===== src/rtl/bsf_pkg.sv =====
// Package for the byte stuffing framer: constants, register indexes and the command type.
package bsf_pkg;

  localparam int unsigned SeqBits = 8;
  localparam int unsigned QDepth = 4;
  localparam int unsigned QPtrW = $clog2(QDepth);
  localparam int unsigned QCntW = $clog2(QDepth + 1);
  localparam int unsigned CfgIdxW = 2;

  localparam logic [7:0] FlagReset = 8'd36;
  localparam logic [7:0] EscReset = 8'd47;

  localparam logic [CfgIdxW-1:0] RegFlag = CfgIdxW'(0);
  localparam logic [CfgIdxW-1:0] RegEsc = CfgIdxW'(1);

  // One classified item, with the register values current at its acceptance.
  typedef struct packed {
    logic       do_open;
    logic       do_esc;
    logic       do_byte;
    logic       do_close;
    logic [7:0] flag;
    logic [7:0] esc;
    logic [7:0] data;
    logic [7:0] parity;
    logic [7:0] seq;
  } bsf_cmd_t;

endpackage


===== src/rtl/bsf_front.sv =====
// Front end of the framer: configuration registers, frame state and item classification.
module bsf_front (
  input  logic                          clk_i,
  input  logic                          rst_ni,
  input  logic                          cfg_valid_i,
  output logic                          cfg_ready_o,
  input  logic [bsf_pkg::CfgIdxW-1:0]   cfg_index_i,
  input  logic [7:0]                    cfg_data_i,
  input  logic                          accept_i,
  input  logic [7:0]                    payload_byte_i,
  input  logic                          has_byte_i,
  input  logic                          end_of_message_i,
  output logic                          cmd_valid_o,
  output bsf_pkg::bsf_cmd_t             cmd_o
);

  logic [7:0]                 flag_q, flag_d;
  logic [7:0]                 esc_q, esc_d;
  logic                       open_q, open_d;
  logic [7:0]                 parity_q, parity_d;
  logic [bsf_pkg::SeqBits-1:0] cnt_q, cnt_d;
  logic [7:0]                 new_parity;
  logic                       busy_item;

  assign cfg_ready_o = 1'b1;
  assign busy_item = has_byte_i | end_of_message_i;
  assign new_parity = has_byte_i ? (parity_q ^ payload_byte_i) : parity_q;

  always_comb begin
    flag_d = flag_q;
    esc_d = esc_q;
    if (cfg_valid_i) begin
      unique case (cfg_index_i)
        bsf_pkg::RegFlag: flag_d = cfg_data_i;
        bsf_pkg::RegEsc:  esc_d = cfg_data_i;
        default: ;
      endcase
    end
  end

  always_comb begin
    open_d = open_q;
    parity_d = parity_q;
    cnt_d = cnt_q;
    if (accept_i && busy_item) begin
      if (end_of_message_i) begin
        open_d = 1'b0;
        parity_d = 8'd0;
        cnt_d = cnt_q + bsf_pkg::SeqBits'(1);
      end else begin
        open_d = 1'b1;
        parity_d = new_parity;
      end
    end
  end

  always_comb begin
    cmd_valid_o = accept_i & busy_item;
    cmd_o.do_open = ~open_q;
    cmd_o.do_esc = has_byte_i & ((payload_byte_i == flag_q) | (payload_byte_i == esc_q));
    cmd_o.do_byte = has_byte_i;
    cmd_o.do_close = end_of_message_i;
    cmd_o.flag = flag_q;
    cmd_o.esc = esc_q;
    cmd_o.data = payload_byte_i;
    cmd_o.parity = new_parity;
    cmd_o.seq = 8'(cnt_q);
  end

  always_ff @(posedge clk_i or negedge rst_ni) begin
    if (!rst_ni) begin
      flag_q <= bsf_pkg::FlagReset;
      esc_q <= bsf_pkg::EscReset;
      open_q <= 1'b0;
      parity_q <= 8'd0;
      cnt_q <= '0;
    end else begin
      flag_q <= flag_d;
      esc_q <= esc_d;
      open_q <= open_d;
      parity_q <= parity_d;
      cnt_q <= cnt_d;
    end
  end

endmodule


===== src/rtl/bsf_queue.sv =====
// Short command queue between the front end and the byte emitter.
module bsf_queue (
  input  logic              clk_i,
  input  logic              rst_ni,
  input  logic              push_i,
  input  bsf_pkg::bsf_cmd_t data_i,
  output logic              full_o,
  input  logic              pop_i,
  output logic              empty_o,
  output bsf_pkg::bsf_cmd_t data_o
);

  bsf_pkg::bsf_cmd_t             mem_q [bsf_pkg::QDepth];
  logic [bsf_pkg::QPtrW-1:0]     wr_q, wr_d, rd_q, rd_d;
  logic [bsf_pkg::QCntW-1:0]     cnt_q, cnt_d;
  logic                          do_push, do_pop;

  assign full_o = (cnt_q == bsf_pkg::QCntW'(bsf_pkg::QDepth));
  assign empty_o = (cnt_q == '0);
  assign do_push = push_i & ~full_o;
  assign do_pop = pop_i & ~empty_o;
  assign data_o = mem_q[rd_q];

  always_comb begin
    wr_d = do_push ? wr_q + bsf_pkg::QPtrW'(1) : wr_q;
    rd_d = do_pop ? rd_q + bsf_pkg::QPtrW'(1) : rd_q;
    cnt_d = cnt_q;
    if (do_push && !do_pop) begin
      cnt_d = cnt_q + bsf_pkg::QCntW'(1);
    end else if (!do_push && do_pop) begin
      cnt_d = cnt_q - bsf_pkg::QCntW'(1);
    end
  end

  always_ff @(posedge clk_i) begin
    if (do_push) begin
      mem_q[wr_q] <= data_i;
    end
  end

  always_ff @(posedge clk_i or negedge rst_ni) begin
    if (!rst_ni) begin
      wr_q <= '0;
      rd_q <= '0;
      cnt_q <= '0;
    end else begin
      wr_q <= wr_d;
      rd_q <= rd_d;
      cnt_q <= cnt_d;
    end
  end

endmodule


===== src/rtl/bsf_back.sv =====
// Back end of the framer: walks each command and emits its bytes into an output register.
module bsf_back (
  input  logic              clk_i,
  input  logic              rst_ni,
  input  logic              q_empty_i,
  input  bsf_pkg::bsf_cmd_t cmd_i,
  output logic              q_pop_o,
  output logic              empty_o,
  input  logic              pop_i,
  output logic [7:0]        out_byte_o,
  output logic              last_of_run_o,
  output logic              frame_done_o,
  output logic [7:0]        parity_out_o,
  output logic [7:0]        sequence_out_o
);

  logic [3:0] rem_q, rem_d, mask, sel;
  logic       rem_vld_q, rem_vld_d;
  logic       out_vld_q, out_vld_d;
  logic       advance;
  logic [7:0] byte_d, par_d, seq_d;
  logic       last_d, done_d;
  logic [7:0] out_byte_q, par_q, seq_q;
  logic       last_q, done_q;

  // Mask bits from low to high: opening flag, escape, payload byte, closing flag.
  assign mask = rem_vld_q ? rem_q : {cmd_i.do_close, cmd_i.do_byte, cmd_i.do_esc, cmd_i.do_open};
  assign advance = ~q_empty_i & (~out_vld_q | pop_i);
  assign empty_o = ~out_vld_q;
  assign out_byte_o = out_byte_q;
  assign last_of_run_o = last_q;
  assign frame_done_o = done_q;
  assign parity_out_o = par_q;
  assign sequence_out_o = seq_q;

  always_comb begin
    sel = 4'b0000;
    byte_d = cmd_i.flag;
    done_d = 1'b0;
    par_d = 8'd0;
    seq_d = 8'd0;
    priority if (mask[0]) begin
      sel = 4'b0001;
    end else if (mask[1]) begin
      sel = 4'b0010;
      byte_d = cmd_i.esc;
    end else if (mask[2]) begin
      sel = 4'b0100;
      byte_d = cmd_i.data;
    end else begin
      sel = 4'b1000;
      done_d = 1'b1;
      par_d = cmd_i.parity;
      seq_d = cmd_i.seq;
    end
    last_d = ((mask & ~sel) == 4'b0000);
  end

  always_comb begin
    rem_d = rem_q;
    rem_vld_d = rem_vld_q;
    q_pop_o = 1'b0;
    out_vld_d = out_vld_q & ~pop_i;
    if (advance) begin
      out_vld_d = 1'b1;
      rem_d = mask & ~sel;
      rem_vld_d = ~last_d;
      q_pop_o = last_d;
    end
  end

  always_ff @(posedge clk_i) begin
    if (advance) begin
      out_byte_q <= byte_d;
      last_q <= last_d;
      done_q <= done_d;
      par_q <= par_d;
      seq_q <= seq_d;
    end
  end

  always_ff @(posedge clk_i or negedge rst_ni) begin
    if (!rst_ni) begin
      rem_q <= 4'b0000;
      rem_vld_q <= 1'b0;
      out_vld_q <= 1'b0;
    end else begin
      rem_q <= rem_d;
      rem_vld_q <= rem_vld_d;
      out_vld_q <= out_vld_d;
    end
  end

endmodule


===== src/rtl/byte_stuffing_framer_with_parity.sv =====
// Top level of the byte stuffing framer with XOR parity and frame sequence number.
//
//   Channel   Handshake                  Beat contents
//   input     push / full                payload_byte_i, has_byte_i, end_of_message_i
//   result    pop / empty                out_byte_o, last_of_run_o, frame_done_o,
//                                        parity_out_o, sequence_out_o
//   config    cfg_valid_i / cfg_ready_o  cfg_index_i, cfg_data_i
//
// The front end takes one input beat per cycle while the command queue has room.
// The back end emits one result beat per cycle while the result side is not stalled, one beat
// per byte an item produces (one to four); the emitter is the limit on sustained rate.
// An item's first result passes the command queue and then the output register.
// Reset sets the registers to their defaults and closes any open frame.
// A stalled result side fills the four-entry queue and then raises full.
module byte_stuffing_framer_with_parity (
  input  logic                        clk_i,
  input  logic                        rst_ni,
  input  logic                        push,
  output logic                        full,
  input  logic [7:0]                  payload_byte_i,
  input  logic                        has_byte_i,
  input  logic                        end_of_message_i,
  output logic                        empty,
  input  logic                        pop,
  output logic [7:0]                  out_byte_o,
  output logic                        last_of_run_o,
  output logic                        frame_done_o,
  output logic [7:0]                  parity_out_o,
  output logic [7:0]                  sequence_out_o,
  input  logic                        cfg_valid_i,
  output logic                        cfg_ready_o,
  input  logic [bsf_pkg::CfgIdxW-1:0] cfg_index_i,
  input  logic [7:0]                  cfg_data_i
);

  bsf_pkg::bsf_cmd_t cmd, head;
  logic              cmd_valid, q_empty, q_pop, accept;

  assign accept = push & ~full;

  bsf_front u_front (
    .clk_i            (clk_i),
    .rst_ni           (rst_ni),
    .cfg_valid_i      (cfg_valid_i),
    .cfg_ready_o      (cfg_ready_o),
    .cfg_index_i      (cfg_index_i),
    .cfg_data_i       (cfg_data_i),
    .accept_i         (accept),
    .payload_byte_i   (payload_byte_i),
    .has_byte_i       (has_byte_i),
    .end_of_message_i (end_of_message_i),
    .cmd_valid_o      (cmd_valid),
    .cmd_o            (cmd)
  );

  bsf_queue u_queue (
    .clk_i   (clk_i),
    .rst_ni  (rst_ni),
    .push_i  (cmd_valid),
    .data_i  (cmd),
    .full_o  (full),
    .pop_i   (q_pop),
    .empty_o (q_empty),
    .data_o  (head)
  );

  bsf_back u_back (
    .clk_i          (clk_i),
    .rst_ni         (rst_ni),
    .q_empty_i      (q_empty),
    .cmd_i          (head),
    .q_pop_o        (q_pop),
    .empty_o        (empty),
    .pop_i          (pop),
    .out_byte_o     (out_byte_o),
    .last_of_run_o  (last_of_run_o),
    .frame_done_o   (frame_done_o),
    .parity_out_o   (parity_out_o),
    .sequence_out_o (sequence_out_o)
  );

endmodule


===== config.mk =====
export PLATFORM = sky130hd
export DESIGN_NAME = byte_stuffing_framer_with_parity
export DESIGN_NICKNAME = d
export VERILOG_FILES = /design/src/rtl/bsf_pkg.sv /design/src/rtl/bsf_front.sv /design/src/rtl/bsf_queue.sv /design/src/rtl/bsf_back.sv /design/src/rtl/byte_stuffing_framer_with_parity.sv
export SDC_FILE = /design/constraint.sdc
export NUM_CORES = 1
export LEC_CHECK = 0
export BUFFER_PORTS_ARGS = -buffer_cell sky130_fd_sc_hd__buf_2
export CORE_MARGIN = 2
export CORE_UTILIZATION = 45
export CTS_CLUSTER_SIZE = 16
export DETAILED_ROUTE_END_ITERATION = 16
export GPL_ROUTABILITY_DRIVEN = 0
export GPL_TIMING_DRIVEN = 1
export PLACE_DENSITY = 0.6
export REMOVE_ABC_BUFFERS = 1
export SYNTH_ARGS = -nofsm -noshare
export SYNTH_HDL_FRONTEND = slang
export SYNTH_SLANG_ARGS = --single-unit

===== constraint.sdc =====
create_clock -name clk_i -period 3.7 [get_ports clk_i]
set_input_delay 0.925 -clock clk_i [delete_from_list [all_inputs] [get_ports clk_i]]
set_output_delay 0.925 -clock clk_i [all_outputs]
set_load 0.01 [all_outputs]

==> results_dict.tcl <==
set metrics [dict create \
    run_status "finished, final reports clean" \
    cp_cell_sequence "mux2i_1 > a22oi_1 > o21ai_1 > o211a_1 > o21ai_2 > ha_1 > inv_1 > fa_1 > xor2_1 > nor2_1 > xor2_1" \
    synthDistinctLibCells 47 \
    path_type_of_the_worst_setup_path "reg2reg" \
    detailedRoute.firstPassIterationCount 5 \
    path_common_cell "xor2_1" \
    power_per_cell_area_nw_per_um2 847 \
    final_clock_skew_ps 7.70 \
    final_layout_size_suffix_gt1_share_pct 31.7 \
    slowest_stage_cell_crit_path "dfrtp_2" \
    total_clock_buffers_created_by_cts 26 \
    slowest_delay_ps 720 \
    hold_class "reg2reg" \
    ir_worst_vdd_mv 0.410 \
    synth_area_per_inst_um2 19.2 \
    cp_max_fo 18 \
    ctsResizeCount 0 \
    route.detailed.vias_per_inst 5.40 \
    worst_path_buffer_plus_inverter_count 1 \
    number_of_rows_created_at_floorplan 53 \
    cts_tree "built" \
    clockRootBuffer "clkbuf_16" \
    flip_flop_and_latch_count_after_synthesis 247 \
    mappedNetlistArea_um2 9680 \
    post-route-min-period_ps 2940 \
    antenna_left 0 \
    utilization_pct 53.3 \
    comb_power_share_pct 27.2 \
    tightest_slew_ps 1110 \
    number_of_maximum_capacitance_constraint_violations 0 \
    fin_nets 608 \
    synth_cells 503 \
    worstSetupEndpointType "flip-flop" \
    slew_headroom_pct 26.1 \
    core-area_um2 21100 \
    cts_num_sinks 247 \
    worst_setup_path_start_kind "flip-flop" \
    hold-worst-slack_ps 497 \
    grt_first_pass_wirelength_mm 28.4 \
    ys_async_sr_fraction_pct 18.2 \
    power.share.clock_pct 27.8 \
    seq_area_frac_synth_pct 74.4 \
    timing.critical_path.required_ps 4130 \
    syn_to_final_growth_pct 16.2 \
    yosys_warnings 0 \
    power_switching_share_pct 29.3 \
    io_buffers 52 \
    slew_violations 0 \
    worst_setup_hold_path_clk_slew_ps 60 \
    cts_hold_repair.buffers 0 \
    io_pins 54 \
    r2r_slack_ps 760 \
    die_x_um 151 \
    final_hold_viol_count 0 \
    drt-total-wl_mm 18.1 \
    post_cts_buffers 0 \
    clk-insertion-delay-late_ps 510 \
    timing.final.setup_violations 0 \
    globalRoute.totalOverflow 0 \
    design_power_total_mw 9.52 \
    intPower_mw 6.73 \
    net_switching_power_figure_mw 2.79 \
    grt.total_usage_pct 16.6 \
    max_freq_ghz 0.340 \
    drc_errors 0 \
    htree_num_levels 1 \
    ys_dominant_reg_cell "edfxtp_1" \
    drt_iter0_markers 294 \
    setup_repair_after_global_routing_missed_its_margin "false" \
    setup-tns-final_ps 0 \
    antenna-diode-count 0 \
    area_of_the_die_um2 22700 \
    start_util_pct 45.9 \
    detailedPlacementHpwl_mm 11.0 \
    nFillCells 1706 \
    grt_pass1_vias 5041 \
    wl_per_cell_um 20.8 \
    p_leak_nw 4.00 \
    max-clock-path-buffers 3 \
    largest_delay_share_family_worst_path "compound AO/OA/AOI/OAI gates" \
    finalCritPeriodShare_pct 79.5 \
    chipHeight_um 151 \
    seqPwrFrac_pct 45.1 \
    critPathArrivalTime_ps 3370 \
    num_vias 4703 \
    synth-edff-count 202 \
    initial_antenna_violation_count 0 \
    grt_max_degree 46 \
]
worst reg2reg max path, stage by stage (launching register included):
cell	delay [ps]
dfrtp_2	720
mux2i_1	170
a22oi_1	270
o21ai_1	150
o211a_1	260
o21ai_2	160
ha_1	200
inv_1	70
fa_1	430
xor2_1	170
nor2_1	120
xor2_1	160
power groups by stage:
| stage | combinational, mW | clock, mW | sequential, mW |
|---|---|---|---|
| global placement | 2.62 | 0 | 4.32 |
| detailed placement | 2.64 | 0 | 4.36 |
| finish | 2.59 | 2.65 | 4.29 |
| CTS | 2.65 | 2.70 | 4.30 |
| floorplan | 1.60 | 0 | 4.45 |
| global route | 2.85 | 2.82 | 4.37 |
path summary, 6_finish.rpt:
kind,from,endpoint,cells after the start
max in group asynchronous,rst_ni,u_queue.rd_q[0],1
worst min-delay path,u_queue.cnt_q[2],u_queue.cnt_q[2],1
min in group asynchronous,rst_ni,u_front.parity_q[5],1
worst max-delay path,u_queue.rd_q[0],u_queue.cnt_q[2],11
worst max register to register,u_queue.rd_q[0],u_queue.cnt_q[2],11
worst min register to register,u_queue.cnt_q[2],u_queue.cnt_q[2],1
metal layers:
metal / global-route usage, % / vias up / part of all wire, %
li1: - / 2117 / -
met3: 2.58 / 24 / 4.8
met1: 22.3 / 2467 / 42
met4: 3.36 / 0 / 1.3
met5: 0 / - / 0
met2: 28.9 / 95 / 52
cells by family (layout without fill, tap and decap cells):
logic type                 count (synthesis)  count (layout)  share of synthesized area, %
AOI/OAI and AO/OA                         46              46                          3.41
and+or+nand+nor                           69              69                          4.02
muxes                                     66              66                          12.4
xor gates and xnor gates                  37              37                          3.35
buffers and inverters                     30             123                          1.43
adders and majority gates                  7               7                         0.982
DFF                                      247             247                          74.4
other                                      1               1                        0.0387
flip-flops by register name (all words and copies together) (netlist names), 3 cells and up:
| register | cells |
|---|---|
| u_back.out_byte_o | 8 |
| u_back.parity_out_o | 8 |
| u_back.rem_q | 3 |
| u_back.sequence_out_o | 8 |
| u_front.cnt_q | 8 |
| u_front.esc_q | 8 |
| u_front.flag_q | 8 |
| u_front.parity_q | 8 |
| u_queue.cnt_q | 3 |
| u_queue.mem_q | 176 |
cells in the final DEF, fill, tap and decap left out, drive strengths merged, types with 3 or more instances in the layout:
cell type	instances
o21ai	5
clkinv	5
nor2b	22
a21o	3
o22ai	10
nand2	15
buf	64
xnor2	32
nand4	6
dfstp	7
mux4	41
ha	6
mux2	20
xor2	5
a22o	8
clkbuf	38
bufinv	3
a21oi	10
inv	11
nor2	12
dfrtp	38
edfxtp	202
mux2i	5
nand3	3
cells in the mapped netlist, types with 2 or more instances:
master | n | area share [%]
edfxtp_1 | 202 | 63
mux4_2 | 41 | 9.5
dfrtp_1 | 38 | 9.8
xnor2_1 | 32 | 2.9
nor2b_1 | 21 | 1.4
mux2_2 | 20 | 2.3
nand2_1 | 15 | 0.58
nor2_1 | 12 | 0.47
inv_1 | 11 | 0.43
a21oi_1 | 10 | 0.52
o22ai_1 | 10 | 0.65
buf_2 | 9 | 0.47
a22o_1 | 8 | 0.72
clkbuf_1 | 7 | 0.27
dfstp_2 | 7 | 1.9
ha_1 | 6 | 0.78
nand4_1 | 6 | 0.39
mux2i_1 | 5 | 0.52
xor2_1 | 5 | 0.45
a21o_1 | 3 | 0.23
o21ai_2 | 3 | 0.27
buf_4 | 2 | 0.16
nand2b_1 | 2 | 0.13
nand3_1 | 2 | 0.10
o211a_1 | 2 | 0.21
o211ai_1 | 2 | 0.16
o31ai_1 | 2 | 0.16
through the flow:
stage	instance area (um^2)	setup WS, ps	std cells
floorplan	9580	-563	484
global placement	10300	835	823
detailed placement	10300	752	823
CTS	11200	747	871
global route	11200	513	871
finish	11200	759	871
cell type report:
class	count	area [um^2]	share of cell area [%]
well taps	275	344	3.06
repair buffers	64	388	3.45
flip-flops and latches	247	7200	64.1
clock inverters	10	129	1.15
inverters	11	41.3	0.367
clock buffers	38	768	6.83
multi-input cells	226	2370	21.1
(Power assumes the default switching activity.)
